### src/rtl/bpsc_pkg.sv
`timescale 1ns / 1ps
`default_nettype none
// ----------------------------------------------------------------------------
// Bounded pair sequence counter package
// Widths, controller states and the command and status words shared by the
// controller and the datapath.
// ----------------------------------------------------------------------------
package bpsc_pkg;

    localparam int FIELD_W = 5;
    localparam int WORD_W  = 64;
    localparam logic [WORD_W-1:0] WORD_MAX = {WORD_W{1'b1}};

    typedef enum logic [3:0] {
        ST_IDLE,
        ST_START,
        ST_PASS,
        ST_DRAIN1,
        ST_DRAIN2,
        ST_SUM,
        ST_SUM_DRAIN,
        ST_SCALE,
        ST_FINISH
    } state_t;

    typedef struct packed {
        logic load;
        logic issue_update;
        logic issue_sum;
        logic scale;
        logic finish;
    } cmd_t;

    typedef struct packed {
        logic bad;
        logic last_cell;
        logic passes_done;
    } status_t;

endpackage

`default_nettype wire

### src/rtl/bpsc_ctrl.sv
`timescale 1ns / 1ps
`default_nettype none
// ----------------------------------------------------------------------------
// Bounded pair sequence counter controller
// Sequences the grid passes, the final sum, the scaling and the result word.
// ----------------------------------------------------------------------------
module bpsc_ctrl (
    input  wire logic              clk,
    input  wire logic              rst_n,
    input  wire logic              query_valid,
    output logic                   query_ready,
    output logic                   result_valid,
    input  wire logic              result_ready,
    output bpsc_pkg::cmd_t         cmd,
    input  wire bpsc_pkg::status_t status
);

    bpsc_pkg::state_t state_reg;
    bpsc_pkg::state_t state_next;
    logic             out_valid_reg;
    logic             out_valid_next;
    logic             out_free;

    assign out_free = !out_valid_reg || result_ready;

    always_comb
    begin
        state_next = state_reg;
        case (state_reg)
            bpsc_pkg::ST_IDLE:
            begin
                if (query_valid)
                begin
                    state_next = bpsc_pkg::ST_START;
                end
            end
            bpsc_pkg::ST_START:
            begin
                if (status.bad)
                begin
                    state_next = bpsc_pkg::ST_FINISH;
                end
                else if (status.passes_done)
                begin
                    state_next = bpsc_pkg::ST_SUM;
                end
                else
                begin
                    state_next = bpsc_pkg::ST_PASS;
                end
            end
            bpsc_pkg::ST_PASS:
            begin
                if (status.last_cell)
                begin
                    state_next = bpsc_pkg::ST_DRAIN1;
                end
            end
            bpsc_pkg::ST_DRAIN1:
            begin
                state_next = bpsc_pkg::ST_DRAIN2;
            end
            bpsc_pkg::ST_DRAIN2:
            begin
                // The last write of the pass has landed; the next pass may read.
                if (status.passes_done)
                begin
                    state_next = bpsc_pkg::ST_SUM;
                end
                else
                begin
                    state_next = bpsc_pkg::ST_PASS;
                end
            end
            bpsc_pkg::ST_SUM:
            begin
                if (status.last_cell)
                begin
                    state_next = bpsc_pkg::ST_SUM_DRAIN;
                end
            end
            bpsc_pkg::ST_SUM_DRAIN:
            begin
                state_next = bpsc_pkg::ST_SCALE;
            end
            bpsc_pkg::ST_SCALE:
            begin
                state_next = bpsc_pkg::ST_FINISH;
            end
            bpsc_pkg::ST_FINISH:
            begin
                if (out_free)
                begin
                    state_next = bpsc_pkg::ST_IDLE;
                end
            end
            default:
            begin
                state_next = bpsc_pkg::ST_IDLE;
            end
        endcase
    end

    always_comb
    begin
        cmd         = '0;
        query_ready = 1'b0;
        case (state_reg)
            bpsc_pkg::ST_IDLE:
            begin
                query_ready = 1'b1;
                cmd.load    = query_valid;
            end
            bpsc_pkg::ST_PASS:
            begin
                cmd.issue_update = 1'b1;
            end
            bpsc_pkg::ST_SUM:
            begin
                cmd.issue_sum = 1'b1;
            end
            bpsc_pkg::ST_SCALE:
            begin
                cmd.scale = 1'b1;
            end
            bpsc_pkg::ST_FINISH:
            begin
                cmd.finish = out_free;
            end
            default:
            begin
                cmd = '0;
            end
        endcase
    end

    always_comb
    begin
        if (cmd.finish)
        begin
            out_valid_next = 1'b1;
        end
        else if (result_ready)
        begin
            out_valid_next = 1'b0;
        end
        else
        begin
            out_valid_next = out_valid_reg;
        end
    end

    always_ff @(posedge clk or negedge rst_n)
    begin
        if (!rst_n)
        begin
            state_reg     <= bpsc_pkg::ST_IDLE;
            out_valid_reg <= 1'b0;
        end
        else
        begin
            state_reg     <= state_next;
            out_valid_reg <= out_valid_next;
        end
    end

    assign result_valid = out_valid_reg;

endmodule

`default_nettype wire

### config.mk
export PLATFORM = sky130hd
export DESIGN_NAME = bpsc_ctrl
export DESIGN_NICKNAME = d
export VERILOG_FILES = /design/src/rtl/bpsc_pkg.sv /design/src/rtl/bpsc_ctrl.sv
export SDC_FILE = /design/constraint.sdc
export NUM_CORES = 1
export LEC_CHECK = 0
export ABC_AREA = 1
export ABC_CLOCK_PERIOD_IN_PS = 2300
export BUFFER_PORTS_ARGS = -buffer_cell sky130_fd_sc_hd__buf_2
export CAP_MARGIN = 10
export CORE_AREA = 2 2 39 41
export CTS_BUF_LIST = sky130_fd_sc_hd__clkbuf_4
export DETAILED_ROUTE_END_ITERATION = 6
export DIE_AREA = 0 0 41 43
export GPL_TIMING_DRIVEN = 0
export SYNTH_ARGS = -nofsm -noshare
export SYNTH_HDL_FRONTEND = slang
export SYNTH_SLANG_ARGS = --single-unit
### constraint.sdc
create_clock -name clk -period 2.3 [get_ports clk]
set_clock_uncertainty 0.15 [all_clocks]
set_input_delay 0 -clock clk [delete_from_list [all_inputs] [get_ports clk]]
set_output_delay 0 -clock clk [all_outputs]
set_load 0.03 [all_outputs]
==> metrics.txt, run 1 <==
sequential-to-total area share from yosys stat around a third; CTS buffer count 3; Tmin final 1920 ps; Final Cycle Share 83.3%; DP HPWL between 600 and 700 um; Avg Cell Area, Syn just over 6 sq um; Slew Limit Fails 0; Post-DRT Antenna Nets 0; Core ar. approximately 0.0014 sq mm; share of layout cells above drive strength 1 between 20% and 30%; commonest non-fill, non-tap cell in the layout nand2_1; post-synthesis compound-gate area fraction ~4.7%; P per Cell Area between 1000 and 1500 mW/mm^2; FMAX around 0.52 GHz; Seq cells post-synth 5; RSZ-0062 raised after global routing no; Pleak roughly 0.34 nW; Routed WL 772 um; peak supply drop 522 uV; final number of setup-violating endpoints 0; Rel. slew slack ~80%; Root Buffer clkbuf_4; largest area contributor in the netlist dfrtp_1; synth top area cells dfrtp_1 (34%), nand2_1 (16%), inv_1 (11%); actual slew at the worst max-slew pin 297 ps; # Post-CTS Setup Buffers 0; Ys Warns 0; Setup CP Type reg2reg; arithmetic-cell share of the synthesized area counting full adders, half adders and majority gates 0%; ant diodes 0; Area growth syn-to-layout 50.0%; Synth Area in Simple Gates a little under half; dpl cells just under 90; input/output buffers 13; number of flip-flops in the largest register 4; clock transition at the registers of the reported paths 40 ps; die area 0.00176 sq mm; Die W between 40 and 50 um; GRT overflow 0; Initial Utilization 26.8%; Non-Filler Instances 100; most frequent cells in the layout nand2_1 (16), buf_2 (13), inv_1 (11); initial antenna violation count 0; Setup TNS Final 0 ps; worst path arrival time 1880 ps; synthesized netlist net count between 60 and 70; Cells after Synth 60; final hold violation count 0; largest net degree at the start of global routing 9; H-tree depth 1; gpl congestion between 0.7 and 0.8; WL/cell 7.72 um; GR Util All Layers between 10% and 20%; fin nets 92; Clock Latency Late Sink 240 ps; Worst Hold Class in2reg; vias in the first global route 356; clock tree buffer depth 2; Vias/cell between 4 and 5; mux share of post-synthesis cell area 0%; largest family of logic cells by synthesized area simple AND/OR/NAND/NOR gates; unique cell type count in the Yosys netlist 15; DR iter-0 viols 7; XOR/XNOR share of the synthesized area 0%; Worst EP required about 2300 ps; crit-path max FO 5; status completed; MaxCap Viol Count 0; first-pass GRT wire length about 1.3 mm; Detailed Routing Iterations Pass 1 4; cell area after synthesis ~370 sq um; TritonCTS Sinks 5; Die H about 43 um; number of I/O pins 14; Critical Path Start Type flip-flop; CTS tree done; Residual DRC 0; via count 417; endpoint class of the critical path flip-flop; Cell Rows 14; area share of the largest cell type after synthesis between 30 and 40%
-- cell usage after synthesis --
cell / count
nand2_1: 16
inv_1: 11
nor2_1: 8
nand3_1: 6
dfrtp_1: 5
nand2_2: 2
nand4_1: 2
nor2_2: 2
nor3_1: 2
a21oi_1: 1
buf_4: 1
inv_2: 1
nand3b_1: 1
o211ai_1: 1
o21ai_0: 1
-- final timing paths --
check,start,to,slack (ps),depth (start not counted)
setup / recovery,state_reg[0],state_reg[1],380,7
setup reg to reg,state_reg[0],state_reg[1],380,7
hold / removal,query_valid,state_reg[0],120,7
max in group asynchronous,rst_n,state_reg[1],1300,3
hold reg to reg,result_valid,result_valid,390,2
min in group asynchronous,rst_n,result_valid,510,3
-- through the flow --
stage,area (sq um),hold slack (ps),total power (W),setup slack (ps),util (%)
6_report,556,115,0.000688,385,40.1
5_1_grt,556,169,0.000777,218,40.1
4_1_cts,556,108,0.000699,378,40.1
3_5_place_dp,455,-332,0.000555,920,32.9
3_3_place_gp,455,-334,0.000555,919,32.9
2_1_floorplan,370,-446,0.000465,701,-
-- power breakdown --
part	internal, W	leakage (nW)	switching [W]
combinational	0.000145	0.257	0.000271
clock	0.0000771	0.0184	0.0000323
sequential	0.000126	0.0652	0.0000360
total	0.000348	0.340	0.000340
-- what timing repair did --
item / 4_1_cts / 5_1_grt
endpoints found under the hold margin: 10 / 0
setup endpoints to repair: 0 / 0
hold buffers: 7 / 0
gates resized for setup: 0 / 0
-- kinds of logic (layout without fill, tap and decap cells) --
group	after synthesis	after routing
AOI/OAI and AO/OA	3	3
buffers and inverters	13	37
DFF	5	5
and+or+nand+nor	39	39
-- critical path, cell delays in order, from the launching register on --
cell	delay (ps)
dfrtp_1	410
nor2_1	280
nand3_1	160
nand2_1	100
a21oi_1	50
nand2_1	60
nand2_1	40
dlygate4sd3_1	540
-- routing by layer --
metal,wire length [um],vias up,share of wire [%],track usage (%)
li1,-,232,-,-
met1,368,167,48,15.1
met2,329,18,43,15.6
met3,73,0,9.5,7.85
met4,0,0,0,2.00
met5,0,-,0,0
-- cell type report --
class	instances	area, sq um
Multi-Input combinational cell	42	193
Sequential cell	5	125
Timing Repair Buffer	20	135
Inverter	12	45.0
Tap cell	16	20.0
Clock buffer	4	30.0
Fill cell	162	828
Buffer	1	7.51
Note: power is estimated with default switching activity, not from simulation.
==> inputs of run 2 (changes only) <==
--- a/config.mk
+++ b/config.mk
@@ -6,7 +6,7 @@
 export NUM_CORES = 1
 export LEC_CHECK = 0
 export ABC_AREA = 1
-export ABC_CLOCK_PERIOD_IN_PS = 2300
+export ABC_CLOCK_PERIOD_IN_PS = 1800
 export BUFFER_PORTS_ARGS = -buffer_cell sky130_fd_sc_hd__buf_2
 export CAP_MARGIN = 10
 export CORE_AREA = 2 2 39 41
==> constraint.sdc (replaced) <==
create_clock -name clk -period 1.8 [get_ports clk]
set_clock_uncertainty 0.15 [all_clocks]
set_input_delay 0 -clock clk [delete_from_list [all_inputs] [get_ports clk]]
set_output_delay 0 -clock clk [all_outputs]
set_load 0.03 [all_outputs]
==> run 2 against run 1 <==
  * Critical path depth fell by 2
  * Clock power rose by 28%
  * Register-to-register slack improved by 50 ps
  * Final cell count fell by 1.0%
  * Die area did not move
  * Sequential share of layout area rose by 0.41 points
  * Final area fell by 1.8%
  * Non-clock buffer count fell by 1
  * Power rose by 24%
  * Combinational power rose by 21%
  * Highest routed layer unchanged
==> metrics.txt, run 2 (same netlist as run 1, synthesis figures left out) <==
status completed; P per Cell Area 1560 mW/mm^2 (+26%); clock tree buffer depth 2 (unchanged); Residual DRC 0 (unchanged); FMAX between 0.6 and 0.7 GHz; overall power 0.000852 W (+24%); Filler Cell Count 161 (-0.62%); CTS hold repair buffers 6 (-1); Die H 43 um (unchanged); Cell Rows 14 (unchanged); worst path arrival time 1410 ps (-470 ps); largest net degree at the start of global routing 9 (unchanged); peak supply drop 589 uV (+13%); DP HPWL 620 um (unchanged); pre-CTS setup slack 420 ps (-500 ps); share of layout cells above drive strength 1 27.7% (+0.33 points); Detailed Routing Iterations Pass 1 4 (unchanged); die area 0.00176 sq mm (unchanged); number of I/O pins 14 (unchanged); number of flip-flops in the largest register 4 (unchanged); Tmin final 1560 ps; Pleak 0.334 nW (-1.7%); Worst EP required 1650 ps (-620 ps); # Post-CTS Setup Buffers 0 (unchanged); endpoint class of the critical path primary output; Die W 41 um (unchanged); Root Buffer clkbuf_4; ant diodes 0 (unchanged); total length of routed met3 wires 73 um (unchanged); GR Util All Layers 11.4% (-0.10 points); CTS tree done; Setup TNS Final 0 ps (unchanged); Post-DP Area 455 sq um (unchanged); GRT overflow 0 (unchanged); final instance area 546 sq um (-1.8%); initial antenna violation count 0 (unchanged); most frequent cells in the layout nand2_1 (16), buf_2 (13), inv_1 (11); vias in the first global route 353 (-0.84%); commonest non-fill, non-tap cell in the layout nand2_1; Critical Path Start Type flip-flop; H-tree depth 1 (unchanged); Setup CP Type reg2out; final number of setup-violating endpoints 0 (unchanged); Final Cycle Share 86.7%; Worst Hold Class in2reg; input/output buffers 13 (unchanged); fin nets 91 (-1.1%); clock transition at the registers of the reported paths 40 ps (about the same); WL met2 324 um (-1.5%); Metal-1 WL 365 um (-0.82%); Core ar. 0.00138 sq mm (unchanged); Initial Utilization 26.8% (unchanged); DR iter-0 viols 7 (unchanged); first-pass GRT wire length 1.33 mm (-1.0%); MaxCap Viol Count 0 (unchanged); via count 412 (-1.2%); Setup WS post-layout 239 ps (-146 ps); WL/cell 7.72 um (about the same); gpl congestion 0.794 (unchanged); Routed WL 764 um (-1.0%); CTS resizes 0 (unchanged); Vias/cell 4.16 (-0.20%); RSZ-0062 raised after global routing no; Slew Limit Fails 0 (unchanged); crit-path max FO 5 (unchanged); CTS buffer count 3 (unchanged); Area growth syn-to-layout 47.3%; Post-DRT Antenna Nets 0 (unchanged); actual slew at the worst max-slew pin 295 ps (-1.77 ps); final hold violation count 0 (unchanged); DR top layer met3; Clock Latency Late Sink 240 ps (about the same); Rel. slew slack 80.3% (+0.12 points); TritonCTS Sinks 5 (unchanged)
run 2: cell count changes in the layout (fill, tap and decap cells not counted):
cell / delta
dlygate4sd3_1: -1
run 2: layout make-up:
cell class	instances	area, sq um	area share (%)
flip-flops and latches	5	125	22.9
repair buffers	19	125	22.9
inverters	12	45.0	8.26
clock buffers	4	30.0	5.50
well taps	16	20.0	3.67
multi-input cells	42	193	35.3
plain buffers	1	7.51	1.38
run 2: final timing paths:
kind / slack [ps] / depth (start not counted) / endpoint / start
setup / recovery: 240 / 5 / cmd[0] / state_reg[0]
hold / removal: 110 / 7 / state_reg[1] / query_valid
setup reg to reg: 430 / 6 / state_reg[0] / state_reg[0]
hold reg to reg: 390 / 2 / result_valid / result_valid
max in group asynchronous: 800 / 3 / state_reg[1] / rst_n
min in group asynchronous: 510 / 3 / result_valid / rst_n
run 2: per-layer routing:
| layer | vias up | GRT usage [%] |
|---|---|---|
| li1 | 230 | - |
| met1 | 164 | 14.8 |
| met2 | 18 | 15.6 |
| met3 | 0 | 7.85 |
| met4 | 0 | 2.00 |
| met5 | - | 0 |
run 2: through the flow:
| stage | util (%) | hold slack [ps] | cells |
|---|---|---|---|
| after floorplan | - | -446 | 60 |
| after global placement | 32.9 | -334 | 89 |
| after detailed placement | 32.9 | -332 | 89 |
| after CTS | 39.4 | 101 | 99 |
| after global routing | 39.4 | 169 | 99 |
| final | 39.4 | 111 | 99 |
run 2: worst max-delay path, cell delays in order (launching register included):
cell,delay [ps]
dfrtp_1,410
nor2_1,280
nand2_1,110
nor2_1,90
buf_4,100
buf_2,180
run 2: report_power, final:
group / total [W] / leakage (nW) / internal, W / switching [W]
combinational: 0.000505 / 0.251 / 0.000163 / 0.000342
sequential: 0.000207 / 0.0652 / 0.000161 / 0.0000460
clock: 0.000140 / 0.0184 / 0.0000985 / 0.0000415
